`src/rpbe_pkg.sv`:
```
// shared types, constants and helpers for the relocation page block encoder
package rpbe_pkg;

	localparam int unsigned OFF_W       = 20;
	localparam int unsigned CNT_W       = 17;
	localparam int unsigned MAX_RESULTS = 6;
	localparam int unsigned RES_IDX_W   = 3;
	localparam int unsigned FIFO_DEPTH  = 16;
	localparam int unsigned FIFO_AW     = 4;
	localparam int unsigned FIFO_CW     = 5;

	localparam logic [OFF_W-1:0] OFF_LIMIT  = 20'hFFFFF;
	localparam logic [CNT_W-1:0] MAX_RELOCS = 17'd65536;
	localparam logic [15:0]      ENTRY_TAG  = 16'h3000;
	localparam logic [3:0]       HDR_BYTES  = 4'd8;
	localparam logic [3:0]       HALF_BYTES = 4'd2;

	localparam logic [2:0] ADDR_MASK = 3'd0;

	typedef enum logic [1:0] {
		KIND_ENTRY  = 2'd0,
		KIND_PAD    = 2'd1,
		KIND_HEADER = 2'd2,
		KIND_TOTAL  = 2'd3
	} rec_kind_t;

	typedef struct packed {
		logic [31:0] addr;
		logic [3:0]  sec;
		logic        last;
	} item_t;

	typedef struct packed {
		rec_kind_t        kind;
		logic [OFF_W-1:0] offset;
		logic [31:0]      value;
		logic [OFF_W-1:0] bytes;
		logic [CNT_W-1:0] total;
		logic             ovf;
		logic             last;
	} rec_t;

	// saturating offset advance, msb is the overflow indication
	function automatic logic [OFF_W:0] adv_off(input logic [OFF_W-1:0] wo,
		input logic [3:0] n);
		logic [OFF_W:0] sum;
		sum = {1'b0, wo} + {{(OFF_W-3){1'b0}}, n};
		if (sum > {1'b0, OFF_LIMIT}) begin
			adv_off = {1'b1, OFF_LIMIT};
		end else begin
			adv_off = sum;
		end
	endfunction

	function automatic rec_t make_rec(input rec_kind_t kind, input logic [OFF_W-1:0] offset,
		input logic [31:0] value, input logic [OFF_W-1:0] bytes,
		input logic [CNT_W-1:0] total, input logic ovf);
		rec_t r;
		r.kind   = kind;
		r.offset = offset;
		r.value  = value;
		r.bytes  = bytes;
		r.total  = total;
		r.ovf    = ovf;
		r.last   = 1'b0;
		make_rec = r;
	endfunction

endpackage

```
`src/rpbe_encoder.sv`:
```
// block encoder state and per-transaction record generation
module rpbe_encoder import rpbe_pkg::*; (
	input  logic                 clk,
	input  logic                 arst_n,
	input  logic [15:0]          mask,
	input  logic                 proc,
	input  item_t                item,
	output logic [RES_IDX_W-1:0] push_n,
	output rec_t                 recs [MAX_RESULTS]
);

	logic [OFF_W-3-1+3:0] open_page_q;
	logic                 block_open_q;
	logic [OFF_W-1:0]     block_start_q;
	logic [OFF_W-1:0]     write_offset_q;
	logic [CNT_W-1:0]     entry_count_q;
	logic                 overflow_q;

	logic [19:0]          pg_v;
	logic                 bo_v;
	logic [OFF_W-1:0]     bs_v;
	logic [OFF_W-1:0]     wo_v;
	logic [CNT_W-1:0]     cnt_v;
	logic                 ovf_v;
	logic [RES_IDX_W-1:0] n_v;
	logic [OFF_W:0]       adv_v;
	logic [OFF_W-1:0]     size_v;
	logic                 keep;
	rec_t                 rec_v [MAX_RESULTS];

	assign keep = mask[item.sec];

	always_comb begin
		pg_v   = open_page_q;
		bo_v   = block_open_q;
		bs_v   = block_start_q;
		wo_v   = write_offset_q;
		cnt_v  = entry_count_q;
		ovf_v  = overflow_q;
		n_v    = '0;
		adv_v  = '0;
		size_v = '0;
		for (int i = 0; i < MAX_RESULTS; i++) begin
			rec_v[i] = make_rec(KIND_ENTRY, '0, '0, '0, '0, 1'b0);
		end
		if (keep) begin
			if (!bo_v || item.addr[31:12] != pg_v) begin
				if (bo_v) begin
					if (wo_v[1:0] != bs_v[1:0]) begin
						rec_v[n_v] = make_rec(KIND_PAD, wo_v, '0, '0, '0, 1'b0);
						n_v = n_v + 1'b1;
						adv_v = adv_off(wo_v, HALF_BYTES);
						wo_v = adv_v[OFF_W-1:0];
						ovf_v = ovf_v | adv_v[OFF_W];
					end
					size_v = wo_v - bs_v;
					rec_v[n_v] = make_rec(KIND_HEADER, bs_v, {pg_v, 12'h000}, size_v,
						'0, 1'b0);
					n_v = n_v + 1'b1;
				end
				bs_v = wo_v;
				adv_v = adv_off(wo_v, HDR_BYTES);
				wo_v = adv_v[OFF_W-1:0];
				ovf_v = ovf_v | adv_v[OFF_W];
				pg_v = item.addr[31:12];
				bo_v = 1'b1;
			end
			rec_v[n_v] = make_rec(KIND_ENTRY, wo_v, {16'h0000, ENTRY_TAG | {4'h0,
				item.addr[11:0]}}, '0, '0, 1'b0);
			n_v = n_v + 1'b1;
			adv_v = adv_off(wo_v, HALF_BYTES);
			wo_v = adv_v[OFF_W-1:0];
			ovf_v = ovf_v | adv_v[OFF_W];
			if (cnt_v >= MAX_RELOCS) begin
				cnt_v = MAX_RELOCS;
				ovf_v = 1'b1;
			end else begin
				cnt_v = cnt_v + 1'b1;
			end
		end
		if (item.last) begin
			if (bo_v) begin
				if (wo_v[1:0] != bs_v[1:0]) begin
					rec_v[n_v] = make_rec(KIND_PAD, wo_v, '0, '0, '0, 1'b0);
					n_v = n_v + 1'b1;
					adv_v = adv_off(wo_v, HALF_BYTES);
					wo_v = adv_v[OFF_W-1:0];
					ovf_v = ovf_v | adv_v[OFF_W];
				end
				size_v = wo_v - bs_v;
				rec_v[n_v] = make_rec(KIND_HEADER, bs_v, {pg_v, 12'h000}, size_v,
					'0, 1'b0);
				n_v = n_v + 1'b1;
			end
			rec_v[n_v] = make_rec(KIND_TOTAL, '0, {12'h000, wo_v}, '0, cnt_v, ovf_v);
			n_v = n_v + 1'b1;
			pg_v  = '0;
			bo_v  = 1'b0;
			bs_v  = '0;
			wo_v  = '0;
			cnt_v = '0;
			ovf_v = 1'b0;
		end
		if (n_v != '0) begin
			rec_v[n_v - 1'b1].last = 1'b1;
		end
	end

	always_ff @(posedge clk or negedge arst_n) begin
		if (!arst_n) begin
			open_page_q    <= '0;
			block_open_q   <= 1'b0;
			block_start_q  <= '0;
			write_offset_q <= '0;
			entry_count_q  <= '0;
			overflow_q     <= 1'b0;
		end else if (proc) begin
			open_page_q    <= pg_v;
			block_open_q   <= bo_v;
			block_start_q  <= bs_v;
			write_offset_q <= wo_v;
			entry_count_q  <= cnt_v;
			overflow_q     <= ovf_v;
		end
	end

	assign push_n = proc ? n_v : '0;
	assign recs   = rec_v;

	a_close_clears: assert property (@(posedge clk) disable iff (!arst_n)
		proc && item.last |=> !block_open_q && write_offset_q == '0 && entry_count_q == '0)
		else $error("state not cleared after total record");

	a_start_below_offset: assert property (@(posedge clk) disable iff (!arst_n)
		block_open_q |-> write_offset_q >= block_start_q)
		else $error("open block starts beyond write offset");

	a_ovf_sticky: assert property (@(posedge clk) disable iff (!arst_n)
		overflow_q && !(proc && item.last) |=> overflow_q)
		else $error("overflow flag dropped within a list");

	a_last_gives_total: assert property (@(posedge clk) disable iff (!arst_n)
		proc && item.last |-> push_n != '0)
		else $error("last transaction produced no records");

endmodule

```
`config.mk`:
```
export PLATFORM = sky130hd
export DESIGN_NAME = rpbe_encoder
export DESIGN_NICKNAME = d
export VERILOG_FILES = /design/src/rpbe_pkg.sv /design/src/rpbe_encoder.sv
export SDC_FILE = /design/constraint.sdc
export NUM_CORES = 1
export LEC_CHECK = 0
export BUFFER_PORTS_ARGS = -buffer_cell sky130_fd_sc_hd__buf_4
export CAP_MARGIN = 25
export CORE_AREA = 2 2 242 244
export CTS_CLUSTER_DIAMETER = 40
export CTS_CLUSTER_SIZE = 10
export DETAILED_ROUTE_END_ITERATION = 8
export DIE_AREA = 0 0 244 246
export GPL_TIMING_DRIVEN = 0
export SYNTH_ARGS = -nofsm -noshare
export SYNTH_HDL_FRONTEND = slang
export SYNTH_SLANG_ARGS = --single-unit
export TNS_END_PERCENT = 100
```
`constraint.sdc`:
```
create_clock -name clk -period 12.4 [get_ports clk]
set_input_delay 0.62 -clock clk [delete_from_list [all_inputs] [get_ports clk]]
set_output_delay 0.62 -clock clk [all_outputs]
set_load 0.03 [all_outputs]
```
Word-level counts from Yosys, hierarchy flattened:

Index checks and enable logic that the tools add are counted.

* register bits: 79
* bits of input ports: 56
* output and inout bits: 561
* word-level logic and storage cells: 163

* reduce and logical (&&, ||, !) cells: 9
* order comparisons: 18
* bitwise operators: 10
* equal/unequal tests: 3
* add/subtract/negate cells: 13
* muxes and demuxes: 104

Operators with widths (number)
* 2-to-1 mux 558 bit: 11
* bitwise mux 558 bit: 6
* demux 93 bit (select 3 bit): 6
* 2-to-1 mux 93 bit: 8
* 2-to-1 mux 20 bit: 22
* 2-to-1 mux 21 bit: 14
* 2-to-1 mux 92 bit: 1
* greater-than comparator 21 x 20 -> 1 bit, second input constant: 4
* adder 20 x 2 -> 21 bit, second input constant: 3
* 2-to-1 mux 17 bit: 3
* 2-to-1 mux 3 bit: 14
* subtractor 20 bit: 2
* greater-or-equal comparator 4 bit, second input constant: 6
* < comparator 4 x 1 -> 1 bit, second input constant: 6
* NOT 3 -> 4 bit: 6
* adder 20 x 4 -> 21 bit, second input constant: 1
* != test 20 bit: 1
* 2-to-1 mux 1 bit: 18
* adder 17 x 1 -> 17 bit, second input constant: 1
* greater-or-equal comparator 17 bit, second input constant: 1
* adder 3 x 1 -> 3 bit, second input constant: 5
* logical AND 1 bit: 6
* < comparator 4 x 5 -> 1 bit, second input constant: 1
* binary-select mux 1 bit (select 4 bit): 1
* other kinds (6): 10

Depth between registers and ports, before layout:

Gate-level depths: netlist (run 1).

* depth in word-level cells: 43
* mapped depth: 64
* gate-level depth less buffers: 59

Least setup slack after synthesis (run 1):

OpenSTA, ideal clock, no wires.

* path kind: register to output
* start: register write_offset_q[6]
* end: output recs[410] in the netlist's numbering
* buffers on the path: 5
* setup slack: -371 ps
* data required time: 11780 ps
* arrival time: 12151 ps
* stages on the path, launching flop included: 61
* cells stage by stage: dfrtp_1 -> buf_2 -> and4_1 -> buf_2 -> nand4_2 -> or3_1 -> a221oi_1 -> and3_1 -> nand2_1 -> a21oi_1 -> o22ai_1 -> inv_1 -> ha_1 -> a21boi_0 -> o2111a_1 -> and4_1 -> and3_1 -> o21ai_1 -> [25 not listed] -> a21boi_0 -> o21ai_0 -> a21boi_0 -> o21ai_0 -> a21boi_0 -> o21ai_0 -> a21oi_1 -> o21ai_0 -> a21boi_0 -> o21ai_0 -> a21boi_0 -> o21ai_0 -> a21oi_1 -> a21o_1 -> a21oi_1 -> xnor2_1 -> xnor2_1 -> o22ai_1

RTL lines
* from (decl): line rpbe_encoder.sv:15 `logic [OFF_W-1:0] write_offset_q;`
* from (signal assigned): line rpbe_encoder.sv:121 `write_offset_q <= wo_v;`
* to (decl): line rpbe_encoder.sv:9 `output rec_t recs [MAX_RESULTS]`

==> metrics, run 1 <==
Worst EP arrival ~12 ns; violated checks slew limit, setup timing; total grt overflow 0; post-synth top area share between 10% and 20%; startpoint types register; Reg area approximately 2000 µm²; Via density roughly 6.4; buffers added on ports between 500 and 600; H-tree levels 3; Leak ~11 nW; Worst path depth 49; largest net degree at the start of global routing 54; r2r endpoint write_offset_q[3]; Hold Fails Final Rpt 0; Post-Syn Area 16,600 µm²; RD Place Congestion 1.08; HP Class in -> async; Worst EP required around 12 ns; Worst Slack Setup Final -0.589 ns; DRC 0; largest cells by area after synthesis dfrtp_1, nor2_1, a21oi_1, nand2_1, o21ai_0; Horiz. Die Dim approximately 240 µm; Clock transition at path regs around 0.080 ns; Final Power ~4.3 mW; core area around 57,000 µm²; cell family with most CP delay compound AO/OA/AOI/OAI gates; Max-slew headroom -4.11%; cell mode on critical path o21ai_2; Final Max Slew Viols 4; # rows between 80 and 90; FF-to-FF path depth 24; Yosys reg bits 79; Worst Path Buf+Inv 6; Final Net Count roughly 3,500; Syn. warnings 0; skew final 0.0186 ns; DR iter-0 viols between 3,000 and 4,000; Mapped Cells ~2,700; Worst Tran Pin Value roughly 1.6 ns; total I/O pin count 617; die area about 60,000 µm²; Post-synth EDFFs 0; total power per unit cell area between 150 and 200 nW/µm²; Post-DP HPWL roughly 120,000 µm; count of cell types in the netlist a little over 100; first-pass GRT wire length just under 200,000 µm; fill count ~6,200; cts hold-fix bufs 0; Setup violations, final 30; peak supply drop 0.0911 mV; area leader, netlist dfrtp_1; post-layout minimum cycle time 12.99 ns; RSZ-0062 raised after global routing true; most common cell in the netlist nor2_1; area grow syn2layout 52.1%; Post-synth top cells nor2_1, nand2_1, a21oi_1, o21ai_0, clkbuf_1; Bufs on Longest Clock Path 2; Top FF cell, synth dfrtp_1; initial antenna violation count 4; r2r setup slk 5.12 ns; crit path capture type output pin; critical path class reg -> out; Initial Util 28.9%; Critical Path Start write_offset_q[11]; layout cells sized above 1 31.9%; vias in the first global route roughly 25,000; Worst Path Max Fanout 10; worst setup path end recs[317]; fraction of registers with async set or reset after synthesis 100%; CTS tree done; max cap viols 0; Final period util 105%; register area share after synthesis 11.9%; CP max stage delay between 0.8 and 0.9 ns; Post-DRT Antenna Nets 0; outcome finished, violations left; worst r2r src write_offset_q[11]; CTS Buf Count 9; Vias ~27,000; Multi-input gate area around 15,000 µm²; Clock Latency Late Sink about 0.4 ns; Tot GR Track Use between 40% and 50%; DR pass1 iterations 8; clock root cell clkbuf_16; setup TNS -9.30 ns; Fmax between 70 and 80 MHz; slowest CP cell buf_1; synthesized area per cell 6.26 µm²; die height roughly 250 µm; clock sink total 79; Avg WL per Cell around 35 µm; Routed Wire Length about 150,000 µm
-- power breakdown --
part / leakage [nW] / internal (mW) / switching, mW
Combinational: 9.75 / 1.12 / 2.48
Clock: 0.165 / 0.182 / 0.152
Sequential: 1.06 / 0.280 / 0.0399
-- stage by stage --
step | area [µm²] | util, % | hold WS [ns] | setup WS, ns | cells
detailed placement | 22400 | 39.0 | 0.558 | -4.39 | 4064
CTS | 24500 | 42.7 | 0.164 | -0.281 | 4169
global placement | 22100 | 38.5 | 0.550 | -4.78 | 4032
floorplan | 16900 | - | 0.324 | 0.0331 | 2704
finish | 25300 | 44.0 | 0.154 | -0.589 | 4199
global route | 25300 | 44.0 | 0.172 | -0.807 | 4198
-- per-layer routing --
layer	global-route usage, %	part of all wire [%]	vias to the layer above
li1	-	-	11000
met1	54.9	36	12900
met2	69.7	42	2285
met3	13.3	12	641
met4	34.4	9.9	4
met5	0	0.019	-
-- worst reg2reg max path, stage by stage, from the launching register on --
cell and delay [ns]:
dfrtp_2 0.48, and4_1 0.20, buf_2 0.21, nand2_1 0.28, a21o_1 0.28, a221oi_4 0.32, and3_4 0.26, nand2_4 0.06
a21oi_4 0.16, o22ai_4 0.12, inv_2 0.13, ha_4 0.14, a21boi_4 0.19, o2111a_1 0.26, nand4_1 0.26, o31a_1 0.39
a21oi_2 0.32, mux2_4 0.32, and2_1 0.30, o2111ai_1 0.26, nand2_1 0.30, buf_4 0.28, clkbuf_1 0.45, nor2_1 0.30
o32ai_1 0.82
-- final cells by class --
cell class / count / share of cell area, %
inverter: 133 / 2.11
buffer: 244 / 5.14
multi-input combinational: 2241 / 57.7
sequential: 79 / 7.86
antenna: 1 / 0.00991
clock buffer: 9 / 0.892
clock inverter: 7 / 0.431
tap: 765 / 3.79
timing repair buffer: 720 / 22.1
-- how the worst min path moves through the flow --
stage / startpoint / end / slack (ns)
final: arst_n / open_page_q[10] / 0.15
after global routing: arst_n / open_page_q[10] / 0.17
after CTS: arst_n / open_page_q[10] / 0.16
after detailed placement: overflow_q / overflow_q / 0.56
after global placement: overflow_q / overflow_q / 0.55
after floorplan: arst_n / block_open_q / 0.32
-- timing repair --
item / CTS / global route
pin swaps: 85 / 58
setup endpoints to repair: 380 / 145
setup buffers: 94 / 26
gates resized for setup: 259 / 129
-- cells by family after synthesis --
group / after synthesis / share of synthesized area [%]
buffers and inverters: 384 / 10.2
adder cells (fa/ha/maj): 54 / 4.16
multiplexers: 51 / 3.43
AO/OA/AOI/OAI: 911 / 35.6
AND/OR/NAND/NOR: 1075 / 29.5
XOR/XNOR: 98 / 5.26
other: 1 / 0.0226
flip-flops: 79 / 11.9
-- sequential cells by signal (all words and copies together) (netlist names) --
register / count
open_page_q: 20
block_open_q: 1
block_start_q: 20
overflow_q: 1
entry_count_q: 17
write_offset_q: 20
-- cells in the final DEF, fill, tap and decap left out, types with 15 or more instances in the layout --
master and n:
buf_2 21, a222oi_1 15, o21ai_2 18, a22o_1 31, nand4_1 28, inv_1 123, and2_1 28, conb_1 52
nor3_1 33, o21ai_0 152, a22oi_1 34, dfrtp_1 72, ha_1 44, a31oi_1 33, a21oi_1 183, nor3b_1 18
buf_4 737, a21oi_2 22, nor2_1 463, nand2_1 254, mux2i_1 38, nand2b_1 20, xnor2_1 64, a21o_1 37
clkbuf_1 134, and3_1 24, buf_6 40, o22ai_1 129, nand3_1 62, o21ai_1 38
(Power assumes the default switching activity.)
==> run 2: changes to the inputs <==
--- a/config.mk
+++ b/config.mk
@@ -13,6 +13,8 @@
 export DETAILED_ROUTE_END_ITERATION = 8
 export DIE_AREA = 0 0 244 246
 export GPL_TIMING_DRIVEN = 0
+export MAX_ROUTING_LAYER = met4
+export SETUP_SLACK_MARGIN = 0.4
 export SYNTH_ARGS = -nofsm -noshare
 export SYNTH_HDL_FRONTEND = slang
 export SYNTH_SLANG_ARGS = --single-unit
==> run 2 against run 1 <==
  * The run ends with DRC, setup timing left
  * Die area did not move
  * Register-to-register slack improved by 0.12 ns
  * Non-clock buffer count rose by 20
  * Critical path depth grew 9
  * Sequential cell count is the same
  * Wire length decreased by 0.86%
  * Global-route usage is 0.80 points higher
  * Cell count up 0.62%
  * Critical endpoint unchanged
  * Largest cell class unchanged
==> metrics, run 2 (same netlist as run 1, synthesis figures left out) <==
outcome finished, violations left; violated checks DRC, setup timing; Tot GR Track Use 46.7% (+0.80 points); placed cells 4,062 (-0.049%); Reg power frac 7.2% (-0.3 points); combinational fraction of design power 85.5% (+0.9 points); core area 57,400 µm² (unchanged); CTS tree done; met2 Use GR 68.5% (-1.2 points); RSZ-0062 raised after global routing true; CTS Buf Count 9 (unchanged); crit path capture type output pin; Power Internal 1.69 mW (+6.9%); fill count 6,169 (-0.96%); Worst Path Max Fanout 10 (unchanged); H-tree levels 3 (unchanged); Fmax 75.4 MHz (-2.1%); Final period util 107% (+2.3 points); Routed Wire Length 144,000 µm (-0.86%); setup TNS -21.28 ns (-11.98 ns); Avg WL per Cell 34.1 µm (-1.5%); total grt overflow 0 (unchanged); Worst Slack Setup Final -0.870 ns (-0.281 ns); area grow syn2layout 54.0%; vias in the first global route 24,500 (-0.32%); Horiz. Die Dim 244 µm (unchanged); RD Place Congestion 1.12 (+3.6%); cell mode on critical path o21ai_1; busiest layer in global routing met2; proportion of power drawn by the clock network 7.3% (-0.6 points); max cap viols 0 (unchanged); Switch Pwr 2.72 mW (+1.9%); Hold Fails Final Rpt 0 (unchanged); DR iter-0 viols 3,848 (+6.6%); CP max stage delay 0.58 ns (-0.24 ns); largest registers block_start_q (20), open_page_q (20), write_offset_q (20); startpoint types register; cell family with most CP delay compound AO/OA/AOI/OAI gates; Final Net Count 3,558 (+0.57%); # rows 88 (unchanged); die area 60,000 µm² (unchanged); Worst Tran Pin Value 1.25 ns (-0.313 ns); clock sink total 79 (unchanged); clock root cell clkbuf_16; layout cells sized above 1 32.0% (+0.13 points); Worst EP arrival 12.65 ns (+0.28 ns); Core Util, Final 44.6% (+0.54 points); pre-CTS worst setup slack -3.98 ns (+0.406 ns); Multi-input gate area 14,700 µm² (+0.81%); peak supply drop 0.101 mV (+11%); HP Class in -> async; Finished Layout Cells 4,225 (+0.62%); Final Max Slew Viols 0 (-4); Clock Latency Late Sink 0.40 ns (about the same); slowest CP cell or4_4; initial antenna violation count 4 (unchanged); Leak 11.1 nW (+1.3%); post-layout minimum cycle time 13.27 ns (+0.281 ns); Reg area 1990 µm² (+0.13%); Post-DRT Antenna Nets 0 (unchanged); Clock transition at path regs 0.08 ns (about the same); met3 Use GR 14.1% (+0.78 points); skew final 0.0202 ns (+0.00161 ns); Vias 26,900 (+0.052%); largest net degree at the start of global routing 50 (-7.4%); Sw Share 61.7% (-1.1 points); Worst Path Buf+Inv 10 (+4); Via density 6.37 (-0.56%); Worst EP required 11.78 ns (about the same); most common cell after layout, fill and taps aside buf_4; DRC 1 (+1); most frequent cells in the layout buf_4, nor2_1, nand2_1, a21oi_1, o21ai_0; first-pass GRT wire length 193,000 µm (-1.2%); critical path class reg -> out; Bufs on Longest Clock Path 2 (unchanged); die height 246 µm (unchanged); buffers added on ports 563 (unchanged); Initial Util 28.9% (unchanged); Max-slew headroom 15.9% (+20 points); Setup violations, final 41 (+37%); Post-DP HPWL 114,000 µm (-1.6%); DR pass1 iterations 9 (+1); total power per unit cell area 173 nW/µm² (+2.5%); met1 Use GR 53.7% (-1.2 points); total I/O pin count 617 (unchanged)
-- run 2: changes by cell type in the layout (fill, tap and decap cells not counted), sizes merged --
cell / previous run / this run
buf: 812 / 825
clkbuf: 161 / 169
clkinv: 2 / 3
clkinvlp: 2 / 3
diode: 1 / 7
inv: 134 / 131
-- run 2: metal layers --
metal	up-vias	routed length (µm)
met1	12900	51500
met5	-	0
met2	2315	60600
met3	647	17900
met4	0	14000
li1	11100	-
-- run 2: per-stage QoR --
stage          area [µm²]  total power, mW  hold WS, ns
2_1_floorplan       16900             2.04        0.324
3_3_place_gp        22100             3.29        0.546
3_5_place_dp        22300             3.29        0.570
4_1_cts             24500             3.94        0.194
5_1_grt             25600             4.47        0.209
6_report            25600             4.42        0.180
-- run 2: power groups by stage --
| stage | Combinational (mW) | Sequential [mW] | Clock [mW] |
|---|---|---|---|
| 2_1_floorplan | 1.74 | 0.301 | 0 |
| 3_3_place_gp | 2.97 | 0.317 | 0 |
| 3_5_place_dp | 2.97 | 0.317 | 0 |
| 4_1_cts | 3.31 | 0.312 | 0.316 |
| 5_1_grt | 3.83 | 0.317 | 0.326 |
| 6_report | 3.78 | 0.317 | 0.323 |
-- run 2: path summary, 6_finish.rpt --
path	startpoint	endpoint	slack [ns]	cells past startpoint
hold / removal	arst_n	open_page_q[4]	0.18	1
setup reg to reg	write_offset_q[5]	write_offset_q[6]	5.24	25
hold reg to reg	overflow_q	overflow_q	0.59	2
setup / recovery	write_offset_q[5]	recs[317]	-0.87	58
max in group asynchronous	arst_n	write_offset_q[10]	11.47	2
min in group clk	item[23]	open_page_q[6]	0.49	2
-- run 2: final cells by class --
| cell class | count | area share, % |
|---|---|---|
| diodes | 7 | 0.0685 |
| multi-input cells | 2241 | 57.5 |
| inverters | 133 | 2.04 |
| well taps | 765 | 3.74 |
| flip-flops and latches | 79 | 7.78 |
| clock inverters | 6 | 0.362 |
| clock buffers | 10 | 0.896 |
| plain buffers | 251 | 5.30 |
| repair buffers | 733 | 22.4 |
-- run 2: timing repair --
item	4_1_cts	5_1_grt
hold buffers	0	0
cloned	0	0
buffers inserted	86	49
pin swaps	95	81
endpoints found under the hold margin	0	0
endpoints found under the setup margin	381	204
gates resized for setup	272	152
-- run 2: worst reg2reg max path, delay by kind of cell, from the launching register on --
family                     cells  cell delay, ns
DFF                            1            0.46
buffers and inverters          6            1.62
and+or+nand+nor                8            2.00
muxes                          1            0.40
adders and majority gates      1            0.16
AOI/OAI and AO/OA              9            2.34
